File: src/design/swnf_pkg.sv
package swnf_pkg;

    localparam int MAX_ENTITIES = 64;
    localparam int COORD_BITS   = 16;

    localparam int ID_W   = 16;
    localparam int SLOT_W = 6;
    localparam int RAD_W  = 16;
    localparam int RAW_W  = 16;
    localparam int IDX_W  = $clog2(MAX_ENTITIES);
    localparam int DIFF_W = COORD_BITS + 1;
    localparam int CMP_W  = (DIFF_W > RAD_W) ? DIFF_W : RAD_W;

    localparam int REQ_DEPTH = 2;
    localparam int REQ_PTR_W = $clog2(REQ_DEPTH);
    localparam int RES_DEPTH = 4;
    localparam int RES_PTR_W = $clog2(RES_DEPTH);

    typedef enum logic [1:0] {
        CMD_ENTER = 2'd0,
        CMD_MOVE  = 2'd1,
        CMD_LEAVE = 2'd2
    } t_cmd;

    typedef enum logic [1:0] {
        OP_ACK,
        OP_ENTER,
        OP_MOVE,
        OP_LEAVE
    } t_op;

    typedef enum logic [1:0] {
        ST_IDLE,
        ST_SCAN,
        ST_FINISH
    } t_state;

    typedef logic signed [COORD_BITS-1:0] t_coord;

    typedef struct packed {
        t_op               op;
        logic [IDX_W-1:0]  slot;
        logic [ID_W-1:0]   id;
        t_coord            x;
        t_coord            y;
        logic [RAD_W-1:0]  radius;
    } t_req;

    typedef struct packed {
        logic [ID_W-1:0]   id;
        logic [SLOT_W-1:0] slot;
        logic              found;
        logic              last;
    } t_res;

    function automatic t_coord to_coord(input logic [RAW_W-1:0] raw);
        logic [COORD_BITS+RAW_W-1:0] ext;
        ext = {{COORD_BITS{raw[RAW_W-1]}}, raw};
        return t_coord'(ext[COORD_BITS-1:0]);
    endfunction

endpackage

File: src/design/square_window_neighbor_finder.sv
// channel    handshake          payload
// request    push / full        i_cmd i_slot i_entity_id i_pos_x i_pos_y i_view_radius
// result     empty / pop        o_neighbor_id o_neighbor_slot o_found o_last
//
// Enter and move run a scan in the table unit: write the slot, read the table
// memory once per slot, test the last read, then emit the final result.
// Leave and rejected requests are answered from the idle state with one result.
// Reset is synchronous; the table comes up empty with no clearing pass.
// A full result queue stalls the scan; two requests queue ahead of it.
module square_window_neighbor_finder (
    input  logic                        i_clk,
    input  logic                        i_rst_n,
    input  logic                        push,
    output logic                        full,
    input  logic [1:0]                  i_cmd,
    input  logic [swnf_pkg::SLOT_W-1:0] i_slot,
    input  logic [swnf_pkg::ID_W-1:0]   i_entity_id,
    input  logic [swnf_pkg::RAW_W-1:0]  i_pos_x,
    input  logic [swnf_pkg::RAW_W-1:0]  i_pos_y,
    input  logic [swnf_pkg::RAD_W-1:0]  i_view_radius,
    output logic                        empty,
    input  logic                        pop,
    output logic [swnf_pkg::ID_W-1:0]   o_neighbor_id,
    output logic [swnf_pkg::SLOT_W-1:0] o_neighbor_slot,
    output logic                        o_found,
    output logic                        o_last
);
    import swnf_pkg::*;

    logic req_valid;
    t_req req;
    logic req_take;
    logic res_push;
    t_res res;
    logic res_full;
    t_res head;

    swnf_front u_front (
        .i_clk         (i_clk),
        .i_rst_n       (i_rst_n),
        .i_push        (push),
        .o_full        (full),
        .i_cmd         (i_cmd),
        .i_slot        (i_slot),
        .i_entity_id   (i_entity_id),
        .i_pos_x       (i_pos_x),
        .i_pos_y       (i_pos_y),
        .i_view_radius (i_view_radius),
        .o_req_valid   (req_valid),
        .o_req         (req),
        .i_req_take    (req_take)
    );

    swnf_back u_back (
        .i_clk       (i_clk),
        .i_rst_n     (i_rst_n),
        .i_req_valid (req_valid),
        .i_req       (req),
        .o_req_take  (req_take),
        .o_res_push  (res_push),
        .o_res       (res),
        .i_res_full  (res_full)
    );

    swnf_out_q u_out_q (
        .i_clk   (i_clk),
        .i_rst_n (i_rst_n),
        .i_push  (res_push),
        .i_res   (res),
        .o_full  (res_full),
        .o_empty (empty),
        .i_pop   (pop),
        .o_head  (head)
    );

    assign o_neighbor_id   = head.id;
    assign o_neighbor_slot = head.slot;
    assign o_found         = head.found;
    assign o_last          = head.last;

endmodule

File: src/design/swnf_front.sv
module swnf_front (
    input  logic                       i_clk,
    input  logic                       i_rst_n,
    input  logic                       i_push,
    output logic                       o_full,
    input  logic [1:0]                 i_cmd,
    input  logic [swnf_pkg::SLOT_W-1:0] i_slot,
    input  logic [swnf_pkg::ID_W-1:0]  i_entity_id,
    input  logic [swnf_pkg::RAW_W-1:0] i_pos_x,
    input  logic [swnf_pkg::RAW_W-1:0] i_pos_y,
    input  logic [swnf_pkg::RAD_W-1:0] i_view_radius,
    output logic                       o_req_valid,
    output swnf_pkg::t_req             o_req,
    input  logic                       i_req_take
);
    import swnf_pkg::*;

    t_req                 n_req;
    t_req                 r_q [REQ_DEPTH];
    logic [REQ_PTR_W-1:0] r_wp;
    logic [REQ_PTR_W-1:0] r_rp;
    logic [REQ_PTR_W:0]   r_cnt;
    logic                 push_ok;
    logic                 take_ok;

    // classify
    always_comb begin
        n_req.slot   = i_slot[IDX_W-1:0];
        n_req.id     = i_entity_id;
        n_req.x      = to_coord(i_pos_x);
        n_req.y      = to_coord(i_pos_y);
        n_req.radius = i_view_radius;
        case (t_cmd'(i_cmd))
            CMD_ENTER: n_req.op = OP_ENTER;
            CMD_MOVE:  n_req.op = OP_MOVE;
            CMD_LEAVE: n_req.op = OP_LEAVE;
            default:   n_req.op = OP_ACK;
        endcase
        if (int'(i_slot) >= MAX_ENTITIES) begin
            n_req.op = OP_ACK;
        end
    end

    assign o_full      = (r_cnt == (REQ_PTR_W+1)'(REQ_DEPTH));
    assign o_req_valid = (r_cnt != '0);
    assign o_req       = r_q[r_rp];
    assign push_ok     = i_push && !o_full;
    assign take_ok     = i_req_take && o_req_valid;

    always_ff @(posedge i_clk) begin
        if (!i_rst_n) begin
            r_wp  <= '0;
            r_rp  <= '0;
            r_cnt <= '0;
        end else begin
            if (push_ok) begin
                r_wp <= r_wp + 1'b1;
            end
            if (take_ok) begin
                r_rp <= r_rp + 1'b1;
            end
            case ({push_ok, take_ok})
                2'b10:   r_cnt <= r_cnt + 1'b1;
                2'b01:   r_cnt <= r_cnt - 1'b1;
                default: r_cnt <= r_cnt;
            endcase
        end
    end

    always_ff @(posedge i_clk) begin
        if (push_ok) begin
            r_q[r_wp] <= n_req;
        end
    end

endmodule

File: src/design/swnf_back.sv
module swnf_back (
    input  logic           i_clk,
    input  logic           i_rst_n,
    input  logic           i_req_valid,
    input  swnf_pkg::t_req i_req,
    output logic           o_req_take,
    output logic           o_res_push,
    output swnf_pkg::t_res o_res,
    input  logic           i_res_full
);
    import swnf_pkg::*;

    t_state                  r_state;
    t_state                  n_state;
    logic [MAX_ENTITIES-1:0] r_valid;

    logic [ID_W-1:0]         r_mem_id [MAX_ENTITIES];
    t_coord                  r_mem_x  [MAX_ENTITIES];
    t_coord                  r_mem_y  [MAX_ENTITIES];

    logic [IDX_W-1:0]        r_self;
    t_coord                  r_self_x;
    t_coord                  r_self_y;
    logic [RAD_W-1:0]        r_radius;

    logic                    r_issue;
    logic [IDX_W-1:0]        r_idx;
    logic                    r_s1_v;
    logic                    r_s1_last;
    logic [IDX_W-1:0]        r_s1_idx;
    logic [ID_W-1:0]         r_rd_id;
    t_coord                  r_rd_x;
    t_coord                  r_rd_y;

    logic                    r_pend_v;
    logic [ID_W-1:0]         r_pend_id;
    logic [IDX_W-1:0]        r_pend_slot;

    logic                    adv;
    logic                    start;
    logic                    wr_id;
    logic                    wr_pos;
    logic                    set_v;
    logic                    clr_v;
    logic                    rd_en;
    logic                    s1_fire;
    logic                    hit;
    logic                    win_x;
    logic                    win_y;
    logic signed [DIFF_W-1:0] dx;
    logic signed [DIFF_W-1:0] dy;
    logic [DIFF_W-1:0]       adx;
    logic [DIFF_W-1:0]       ady;

    assign adv = !i_res_full;

    // window test on the slot held in the read registers
    always_comb begin
        dx    = DIFF_W'(r_rd_x) - DIFF_W'(r_self_x);
        dy    = DIFF_W'(r_rd_y) - DIFF_W'(r_self_y);
        adx   = dx[DIFF_W-1] ? DIFF_W'(-dx) : DIFF_W'(dx);
        ady   = dy[DIFF_W-1] ? DIFF_W'(-dy) : DIFF_W'(dy);
        win_x = CMP_W'(adx) <= CMP_W'(r_radius);
        win_y = CMP_W'(ady) <= CMP_W'(r_radius);
        hit   = r_s1_v && r_valid[r_s1_idx] && (r_s1_idx != r_self) && win_x && win_y;
    end

    always_comb begin
        o_req_take = 1'b0;
        o_res_push = 1'b0;
        o_res      = '0;
        o_res.last = 1'b1;
        start      = 1'b0;
        wr_id      = 1'b0;
        wr_pos     = 1'b0;
        set_v      = 1'b0;
        clr_v      = 1'b0;
        rd_en      = 1'b0;
        s1_fire    = 1'b0;
        case (r_state)
            ST_IDLE: begin
                if (i_req_valid) begin
                    case (i_req.op)
                        OP_ENTER: begin
                            o_req_take = 1'b1;
                            start      = 1'b1;
                            wr_id      = 1'b1;
                            wr_pos     = 1'b1;
                            set_v      = 1'b1;
                        end
                        OP_MOVE: begin
                            if (r_valid[i_req.slot]) begin
                                o_req_take = 1'b1;
                                start      = 1'b1;
                                wr_pos     = 1'b1;
                            end else if (adv) begin
                                o_req_take = 1'b1;
                                o_res_push = 1'b1;
                            end
                        end
                        OP_LEAVE: begin
                            if (adv) begin
                                o_req_take = 1'b1;
                                o_res_push = 1'b1;
                                clr_v      = 1'b1;
                            end
                        end
                        default: begin
                            if (adv) begin
                                o_req_take = 1'b1;
                                o_res_push = 1'b1;
                            end
                        end
                    endcase
                end
            end
            ST_SCAN: begin
                if (adv) begin
                    rd_en   = r_issue;
                    s1_fire = r_s1_v;
                    if (r_s1_v && hit && r_pend_v) begin
                        o_res_push  = 1'b1;
                        o_res.id    = r_pend_id;
                        o_res.slot  = SLOT_W'(r_pend_slot);
                        o_res.found = 1'b1;
                        o_res.last  = 1'b0;
                    end
                end
            end
            ST_FINISH: begin
                if (adv) begin
                    o_res_push = 1'b1;
                    if (r_pend_v) begin
                        o_res.id    = r_pend_id;
                        o_res.slot  = SLOT_W'(r_pend_slot);
                        o_res.found = 1'b1;
                    end
                end
            end
            default: begin
            end
        endcase
    end

    always_comb begin
        n_state = r_state;
        case (r_state)
            ST_IDLE: begin
                if (start) begin
                    n_state = ST_SCAN;
                end
            end
            ST_SCAN: begin
                if (s1_fire && r_s1_last) begin
                    n_state = ST_FINISH;
                end
            end
            ST_FINISH: begin
                if (adv) begin
                    n_state = ST_IDLE;
                end
            end
            default: n_state = ST_IDLE;
        endcase
    end

    always_ff @(posedge i_clk) begin
        if (!i_rst_n) begin
            r_state  <= ST_IDLE;
            r_valid  <= '0;
            r_issue  <= 1'b0;
            r_s1_v   <= 1'b0;
            r_pend_v <= 1'b0;
        end else begin
            r_state <= n_state;
            if (set_v) begin
                r_valid[i_req.slot] <= 1'b1;
            end
            if (clr_v) begin
                r_valid[i_req.slot] <= 1'b0;
            end
            if (start) begin
                r_issue  <= 1'b1;
                r_s1_v   <= 1'b0;
                r_pend_v <= 1'b0;
            end else if (r_state == ST_SCAN && adv) begin
                r_s1_v <= r_issue;
                if (r_issue && r_idx == IDX_W'(MAX_ENTITIES - 1)) begin
                    r_issue <= 1'b0;
                end
                if (s1_fire && hit) begin
                    r_pend_v <= 1'b1;
                end
            end else if (r_state == ST_FINISH && adv) begin
                r_pend_v <= 1'b0;
            end
        end
    end

    always_ff @(posedge i_clk) begin
        if (start) begin
            r_self   <= i_req.slot;
            r_self_x <= i_req.x;
            r_self_y <= i_req.y;
            r_radius <= i_req.radius;
            r_idx    <= '0;
        end
        if (rd_en) begin
            r_s1_idx  <= r_idx;
            r_s1_last <= (r_idx == IDX_W'(MAX_ENTITIES - 1));
            r_idx     <= r_idx + 1'b1;
        end
        if (s1_fire && hit) begin
            r_pend_id   <= r_rd_id;
            r_pend_slot <= r_s1_idx;
        end
    end

    always_ff @(posedge i_clk) begin
        if (wr_id) begin
            r_mem_id[i_req.slot] <= i_req.id;
        end
        if (wr_pos) begin
            r_mem_x[i_req.slot] <= i_req.x;
            r_mem_y[i_req.slot] <= i_req.y;
        end
        if (rd_en) begin
            r_rd_id <= r_mem_id[r_idx];
            r_rd_x  <= r_mem_x[r_idx];
            r_rd_y  <= r_mem_y[r_idx];
        end
    end

endmodule

File: src/design/swnf_out_q.sv
module swnf_out_q (
    input  logic           i_clk,
    input  logic           i_rst_n,
    input  logic           i_push,
    input  swnf_pkg::t_res i_res,
    output logic           o_full,
    output logic           o_empty,
    input  logic           i_pop,
    output swnf_pkg::t_res o_head
);
    import swnf_pkg::*;

    t_res                 r_q [RES_DEPTH];
    logic [RES_PTR_W-1:0] r_wp;
    logic [RES_PTR_W-1:0] r_rp;
    logic [RES_PTR_W:0]   r_cnt;
    logic                 push_ok;
    logic                 pop_ok;

    assign o_full  = (r_cnt == (RES_PTR_W+1)'(RES_DEPTH));
    assign o_empty = (r_cnt == '0);
    assign o_head  = r_q[r_rp];
    assign push_ok = i_push && !o_full;
    assign pop_ok  = i_pop && !o_empty;

    always_ff @(posedge i_clk) begin
        if (!i_rst_n) begin
            r_wp  <= '0;
            r_rp  <= '0;
            r_cnt <= '0;
        end else begin
            if (push_ok) begin
                r_wp <= r_wp + 1'b1;
            end
            if (pop_ok) begin
                r_rp <= r_rp + 1'b1;
            end
            case ({push_ok, pop_ok})
                2'b10:   r_cnt <= r_cnt + 1'b1;
                2'b01:   r_cnt <= r_cnt - 1'b1;
                default: r_cnt <= r_cnt;
            endcase
        end
    end

    always_ff @(posedge i_clk) begin
        if (push_ok) begin
            r_q[r_wp] <= i_res;
        end
    end

endmodule

File: config.mk
export PLATFORM = sky130hd
export DESIGN_NAME = square_window_neighbor_finder
export DESIGN_NICKNAME = d
export VERILOG_FILES = /design/src/design/swnf_pkg.sv /design/src/design/square_window_neighbor_finder.sv /design/src/design/swnf_front.sv /design/src/design/swnf_back.sv /design/src/design/swnf_out_q.sv
export SDC_FILE = /design/constraint.sdc
export NUM_CORES = 2
export LEC_CHECK = 0
export BUFFER_PORTS_ARGS = -buffer_cell sky130_fd_sc_hd__buf_2
export CORE_MARGIN = 2
export CORE_UTILIZATION = 57
export DETAILED_ROUTE_END_ITERATION = 12
export PLACE_DENSITY = 0.75
export SETUP_SLACK_MARGIN = 0.05
export SYNTH_ARGS = -nofsm -noshare
export SYNTH_HDL_FRONTEND = slang
export SYNTH_SLANG_ARGS = --single-unit
File: constraint.sdc
create_clock -name i_clk -period 5.78 [get_ports i_clk]
set_clock_uncertainty 0.1 [all_clocks]
set_input_delay 1.445 -clock i_clk [delete_from_list [all_inputs] [get_ports i_clk]]
set_output_delay 1.445 -clock i_clk [all_outputs]
set_load 0.01 [all_outputs]
Word level (Yosys, flattened, before mapping)
Memory sizes are Yosys's and may differ from the RTL's. A register that Yosys moved wholly into a read port is not among the register bits. Index checks and enable logic that the tools add are counted.

$add $sub $neg: 13. $lt $le $gt $ge: 5. Eq/ne operators: 19. Mux-type cells: 69. Bitwise logic cells: 4. Reduce and logical (&&, ||, !) cells: 33.

Operator list (number): two-way mux 64 bit (3); bitwise AND 64 bit (1); inverter 64 bit (1); bitwise OR 64 bit (1); two-way mux 24 bit (2); two-way mux 23 bit (2); case mux 23 bit (2 select lines) (1); two-way mux 1 bit (41); <= comparator 17 x 16 -> 1 bit (2); two-way mux 17 bit (2); negation 17 bit (2); subtractor 16 x 16 -> 17 bit (2); logical AND 1 bit (16); == test 2 bit, second input constant (7); less-than comparator 6 x 7 -> 1 bit, second input constant (2); nonzero test 2 bit (7); binary-select mux 1 bit (select 6 bit) (2); two-way mux 6 bit (2); case mux 2 bit (3 select lines) (2); == test 2 x 1 -> 1 bit, second input constant (5); two-way mux 2 bit (5); adder 2 x 1 -> 2 bit, second input constant (3); adder 6 x 1 -> 6 bit, second input constant (1); demux 1 bit (select 6 bit) (1); other kinds (21) (30).

Register bits after elaboration: 169. Bits in writable memories: 3312. Input port bits: 76. Output and inout port bits: 26. Logic and storage cells: 168. Memories: 5.

Memories: u_back.r_mem_id (words 64, bits a word 16, rd ports 1, clocked after memory_dff 1, write ports 1, RTL line swnf_back.sv:17) `logic [ID_W-1:0] r_mem_id [MAX_ENTITIES];`; u_back.r_mem_x (words 64, bits a word 16, rd ports 1, clocked after memory_dff 1, write ports 1, RTL line swnf_back.sv:18) `t_coord r_mem_x [MAX_ENTITIES];`; u_back.r_mem_y (words 64, bits a word 16, rd ports 1, clocked after memory_dff 1, write ports 1, RTL line swnf_back.sv:19) `t_coord r_mem_y [MAX_ENTITIES];`; u_front.r_q (words 2, bits a word 72, rd ports 1, clocked after memory_dff 1, write ports 1, RTL line swnf_front.sv:19) `t_req r_q [REQ_DEPTH];`; u_out_q.r_q (words 4, bits a word 24, rd ports 1, clocked after memory_dff 1, write ports 1, RTL line swnf_out_q.sv:13) `t_res r_q [RES_DEPTH];`.

Depth between registers and ports, before layout
Word-level depth: 14. Mapped depth: 29. Mapped depth without buffers: 28.

Cells and area by module
Synthesis repeated with hierarchy kept, for this count alone.

Cells, all modules: 5949. Area total of the unflattened synthesis: 137564.4 um^2.

Modules (own cells, without submodules): swnf_back (instances 1, cells an instance 5512, area an instance 128114.1 um^2, seq. area each 97743.7 um^2); swnf_front (instances 1, cells an instance 257, area an instance 5466.5 um^2, seq. area each 4424.2 um^2); swnf_out_q (instances 1, cells an instance 180, area an instance 3983.8 um^2, seq. area each 3062.9 um^2).

Worst setup path before layout
Ideal clock, no wire load.

Path kind: register -> register. Start: register u_back.r_self_x[0]. End: memory u_out_q.r_q[0][0] in the netlist's numbering (enable). Library setup time: 0.383 ns. Arrival: 5.584 ns. Required time: 5.297 ns. Slack: -0.287 ns. Cell stages (with the launch flop): 23. Path buffers: 1. Period minus slack after synthesis: 6.067 ns. Cell sequence: edfxtp_1 ha_1 fa_1 nand2b_1 a211oi_2 o2111ai_1 a21boi_0 o21a_1 o21ai_0 a2bb2oi_1 clkbuf_1 a21oi_1 xnor2_1 ha_1 a2111oi_0 o21ai_0 o21a_1 o31a_1 o31a_1 or4_1 a31oi_1 a31o_2 and2_1.

Longest elaborated chain between the ends: 14.

RTL lines: start, declared (RTL line swnf_back.sv:22) `t_coord r_self_x;`; start signal, assigned (RTL line swnf_back.sv:203) `r_self_x <= i_req.x;`; subtractor 16 x 16 -> 17 bit (*) (RTL line swnf_back.sv:59) `dx = DIFF_W'(r_rd_x) - DIFF_W'(r_self_x);`; negation 17 bit (RTL line swnf_back.sv:61) `adx = dx[DIFF_W-1] ? DIFF_W'(-dx) : DIFF_W'(dx);`; two-way mux 17 bit (*) (RTL line swnf_back.sv:61); <= comparator 17 x 16 -> 1 bit (*) (RTL line swnf_back.sv:63) `win_x = CMP_W'(adx) <= CMP_W'(r_radius);`; logical AND 1 bit (*) (2 in a row) (RTL line swnf_back.sv:65) `hit = r_s1_v && r_valid[r_s1_idx] && (r_s1_idx != r_self) && win_x && win_y;`; logical AND 1 bit (*) (2 in a row) (RTL line swnf_back.sv:121) `if (r_s1_v && hit && r_pend_v) begin`; two-way mux 1 bit (*) (RTL line swnf_back.sv:121); two-way mux 1 bit (*) (RTL line swnf_back.sv:118) `if (adv) begin`; case mux 1 bit (3 select lines) (*) (RTL line swnf_back.sv:80) `case (r_state)`; logical AND 1 bit (*) (RTL line swnf_out_q.sv:23) `assign push_ok = i_push && !o_full;`; two-way mux 1 bit (*) (RTL line swnf_out_q.sv:47) `if (push_ok) begin`; two-way mux 1 bit (implied by the code) (*) (RTL line swnf_out_q.sv:48) `r_q[r_wp] <= i_res;`; end, declared (RTL line swnf_out_q.sv:13).

Every way passes the cells marked *; elsewhere a longest branch is shown, timed or not.

Worst setup path in the final report
Start: register u_back.r_self_x[0]. End: register u_out_q.r_cnt[2].

Longest elaborated chain between the ends: 14. Elaborated cells on any way between the ends: 16. Those cells by class: add/sub: 2; order compare: 1; eq/ne: 2; mux: 5; reduce/logical: 6.

RTL lines: subtractor 16 x 16 -> 17 bit (*) (RTL line swnf_back.sv:59); negation 17 bit (RTL line swnf_back.sv:61); two-way mux 17 bit (*) (RTL line swnf_back.sv:61); <= comparator 17 x 16 -> 1 bit (*) (RTL line swnf_back.sv:63); logical AND 1 bit (*) (2 in a row) (RTL line swnf_back.sv:65); logical AND 1 bit (*) (2 in a row) (RTL line swnf_back.sv:121); two-way mux 1 bit (*) (RTL line swnf_back.sv:121); two-way mux 1 bit (*) (RTL line swnf_back.sv:118); case mux 1 bit (3 select lines) (*) (RTL line swnf_back.sv:80); logical AND 1 bit (*) (RTL line swnf_out_q.sv:23); == test 2 x 1 -> 1 bit or == test 2 bit (tied branches) (RTL line swnf_out_q.sv:38) `case ({push_ok, pop_ok})`; case mux 3 bit (2 select lines) or nonzero test 2 bit (tied branches); end signal, assigned (RTL line swnf_out_q.sv:39) `2'b10: r_cnt <= r_cnt + 1'b1;`; end signal, assigned (RTL line swnf_out_q.sv:40) `2'b01: r_cnt <= r_cnt - 1'b1;`; end signal, assigned (RTL line swnf_out_q.sv:41) `default: r_cnt <= r_cnt;`; end, declared (RTL line swnf_out_q.sv:16) `logic [RES_PTR_W:0] r_cnt;`.

Marks and branches as above. A chain may end at the register's enable or synchronous reset.

==> impl_metrics.py <==
metrics = {
    "outcome": {
        "status": "complete, but fails checks",
        "violations": "negative setup slack",
    },
    "clock_network": {
        "cts_hold_buf": 0,
        "cts-root-buf": "clkbuf_16",
        "clock_latency_ns": 0.99,
        "clkSinkCount": 3532,
        "htreeDepth": 5,
        "cts_tree": "built",
        "cts_buffers": 340,
        "cts_max_path_buffers": 4,
        "clk_pin_slew_ns": 0.07,
    },
    "logic_synthesis": {
        "synth_area_sq_um": 137900,
        "syn_nets": 6307,
        "synth_cell_types": 78,
        "synthesis.instances": 6145,
        "yosysSeqAreaShare": 0.7632,
        "ys_ff_latch": 3532,
        "ys_async_sr_fraction": 0,
        "synth_flop_cell": "edfxtp_1",
        "avgSynthCellArea_sq_um": 22.44,
        "yosys_warnings": 0,
        "synth_edf_count": 3449,
    },
    "detailed_routing": {
        "route.detailed.drc": 0,
        "wl_microns": 359400,
        "first_pass_iters": 7,
        "via_count": 69736,
        "ant_nets": 0,
        "vias_per_cell": 6.877,
        "wire_per_inst_microns": 35.45,
        "dr.first_iter.drc_count": 10523,
    },
    "sta": {
        "whs_ns": 0.3200,
        "tightestPinTransition_ns": 1.436,
        "tns_ns": -2.782,
        "rsz0062_at_grt": "yes",
        "drv_slew": 0,
        "hold_viol": 0,
        "fmax_mhz": 167.8,
        "finalSetupViolations": 34,
        "finalCriticalPeriod_ns": 5.959,
        "fin_crit_sh": 1.031,
        "finalWorstSetupSlack_ns": -0.1793,
        "max_slew_margin": 0.04239,
    },
    "layout": {
        "instances_no_fill": 10140,
        "nNetsFinal": 6856,
        "area_delta_synth_final_pct": 14.10,
        "finish.utilization": 0.6541,
        "fin_area_sq_um": 157300,
        "nFillCells": 14558,
        "drive_above_1_share": 0.3299,
    },
    "worst_setup_path": {
        "slowest_delay_ns": 0.50,
        "cp.required_ns": 6.54,
        "critical_path_class": "flip-flop to flip-flop",
        "cpMaxStageDelayCell": "or4_4",
        "start_kind": "flip-flop",
        "cp_max_fo": 3,
        "worst_setup_path_end_kind": "flip-flop",
        "critPathArrivalTime_ns": 6.72,
    },
    "floorplanning": {
        "core_area_sq_um": 240500,
        "die_height_microns": 495.8,
        "initial_core_util": 0.5733,
        "die_w_microns": 495.8,
        "dieArea_sq_um": 245900,
        "ios": 102,
        "rows": 180,
    },
    "global_route": {
        "antenna_found_initial": 27,
        "grt_max_degree": 118,
        "grt_usage": 0.2941,
        "grt_pass1_wl_microns": 510800,
        "grt_pass1_vias": 70623,
        "grt-ovfl-total": 0,
    },
    "power": {
        "p_leak_nw": 49.98,
        "power_density_nw_per_um2": 402.9,
        "finalPower_mw": 63.39,
        "vdd.ir_drop.worst_uv": 407.3,
    },
    "placed_design": {
        "post-place-ws_ns": -0.6294,
        "io_buffer_count": 101,
        "placed_area_sq_um": 146100,
        "gp_congestion": 0.8998,
        "dp_cells": 9504,
        "hpwlAfterDp_microns": 191400,
    },
    "min_path": {
        "worstHoldPathType": "flip-flop to flip-flop",
    },
    "job": {
        "drv_cap": 0,
    },
}
final cells by class:
cell class / count / area (sq um) / share of cell area
repair buffers: 526 / 5207 / 0.03310
well taps: 3185 / 3985 / 0.02533
inverters: 93 / 351.6 / 0.002235
clock inverters: 171 / 1518 / 0.009646
flip-flops and latches: 3532 / 105200 / 0.6688
clock buffers: 422 / 9016 / 0.05730
multi-input cells: 2201 / 32000 / 0.2034
diodes: 10 / 25.02 / 0.0001590
synthesized netlist by cell type (all sizes together) (33+ instances only):
| master | instances | share of area |
|---|---|---|
| mux2i | 45 | 0.0033 |
| xnor2 | 41 | 0.0026 |
| mux4 | 1026 | 0.17 |
| ha | 83 | 0.0075 |
| a21oi | 56 | 0.0021 |
| a31oi | 41 | 0.0019 |
| nor2 | 222 | 0.0060 |
| mux2 | 90 | 0.0073 |
| clkbuf | 206 | 0.0056 |
| buf | 113 | 0.0034 |
| dfxtp | 83 | 0.012 |
| inv | 91 | 0.0025 |
| nand2 | 176 | 0.0048 |
| edfxtp | 3449 | 0.75 |
| o221a | 33 | 0.0027 |
| o21ai | 80 | 0.0029 |
routing by layer:
| metal | wire, microns | share of wire | GRT usage | up-vias |
|---|---|---|---|---|
| li1 | - | - | - | 27052 |
| met2 | 173800 | 0.48 | 0.4646 | 5144 |
| met4 | 13320 | 0.037 | 0.09926 | 16 |
| met3 | 43390 | 0.12 | 0.07855 | 802 |
| met5 | 312 | 0.00087 | 0.005792 | - |
| met1 | 128600 | 0.36 | 0.4028 | 36722 |
layout by cell type, fill, tap and decap left out, drive strengths merged, types with 7 or more instances in the layout:
cell / synthesis / routed
o21ai: 80 / 80
diode: 0 / 10
a21o: 12 / 12
clkbuf: 206 / 426
a211oi: 9 / 9
mux4: 1026 / 1026
and2: 13 / 13
bufinv: 0 / 26
mux2i: 45 / 45
nor3b: 28 / 28
nor2b: 12 / 12
ha: 83 / 83
clkinvlp: 0 / 7
buf: 113 / 522
nand2: 176 / 176
a21oi: 56 / 56
nor2: 222 / 222
xor2: 28 / 28
mux2: 90 / 90
nand4: 16 / 16
clkinv: 2 / 135
dfxtp: 83 / 83
or3: 9 / 9
a31oi: 41 / 41
inv: 91 / 96
edfxtp: 3449 / 3449
nand3: 28 / 28
o221a: 33 / 33
a22oi: 11 / 11
nor4: 7 / 7
nor3: 25 / 25
xnor2: 41 / 41
o22ai: 7 / 7
cell families (layout without fill, tap and decap cells):
| logic type | count (synthesis) | count (layout) | synth area share |
|---|---|---|---|
| flops | 3532 | 3532 | 0.7632 |
| mux | 1161 | 1161 | 0.1783 |
| simple gates | 562 | 562 | 0.01823 |
| buf+inv | 412 | 1212 | 0.01152 |
| compound gates | 323 | 323 | 0.01647 |
| fa+ha+maj | 86 | 86 | 0.007967 |
| xor+xnor | 69 | 69 | 0.004383 |
| other cells | 0 | 10 | 0 |
report_power, final:
| part | switching [mW] | internal, mW | total, mW |
|---|---|---|---|
| combinational | 7.15 | 4.16 | 11.3 |
| clock | 9.28 | 12.2 | 21.5 |
| sequential | 0.223 | 30.4 | 30.6 |
| total | 16.7 | 46.7 | 63.4 |
worst paths after layout:
kind / startpoint / endpoint / slack [ns] / cells after the start
setup / recovery: u_back.r_self_x[0]$_DFFE_PP_ / u_out_q.r_cnt[2]$_SDFFE_PN0P_ / -0.18 / 29
hold reg to reg: u_back.r_rd_id[1]$_DFFE_PP_ / u_back.r_pend_id[1]$_DFFE_PP_ / 0.32 / 0
setup reg to reg: u_back.r_self_x[0]$_DFFE_PP_ / u_out_q.r_cnt[2]$_SDFFE_PN0P_ / -0.18 / 29
hold / removal: u_back.r_rd_id[1]$_DFFE_PP_ / u_back.r_pend_id[1]$_DFFE_PP_ / 0.32 / 0
flip-flops by register name, indices dropped and copies added, names as in the netlist, 2 cells and up, named ones only:
signal / flops
u_back.r_mem_id: 1024
u_back.r_mem_x: 1024
u_back.r_mem_y: 1024
u_front.r_q: 144
u_out_q.r_q: 96
u_back.r_valid: 64
u_back.r_pend_id: 16
u_back.r_radius: 16
u_back.r_rd_id: 16
u_back.r_rd_x: 16
u_back.r_rd_y: 16
u_back.r_self_x: 16
u_back.r_self_y: 16
u_back.r_idx: 6
u_back.r_pend_slot: 6
u_back.r_s1_idx: 6
u_back.r_self: 6
u_out_q.r_cnt: 3
u_back.r_state: 2
u_front.r_cnt: 2
u_out_q.r_rp: 2
u_out_q.r_wp: 2
worst max-delay path, delay by kind of cell (launching register included):
family                     cells  cell delay [ns]
AOI/OAI and AO/OA             12             2.25
xor gates and xnor gates       2             0.22
adders and majority gates      5             1.08
buffers and inverters          5             0.56
DFF                            1             0.42
and+or+nand+nor                5             1.24
what timing repair did:
action / in CTS / in global routing
resized for setup: 47 / 35
pin swaps: 28 / 41
setup buffers: 19 / 9
endpoints found under the hold margin: 0 / 0
cloned: 0 / 5
setup endpoints to repair: 217 / 217
Note: power is estimated with default switching activity, not from simulation.
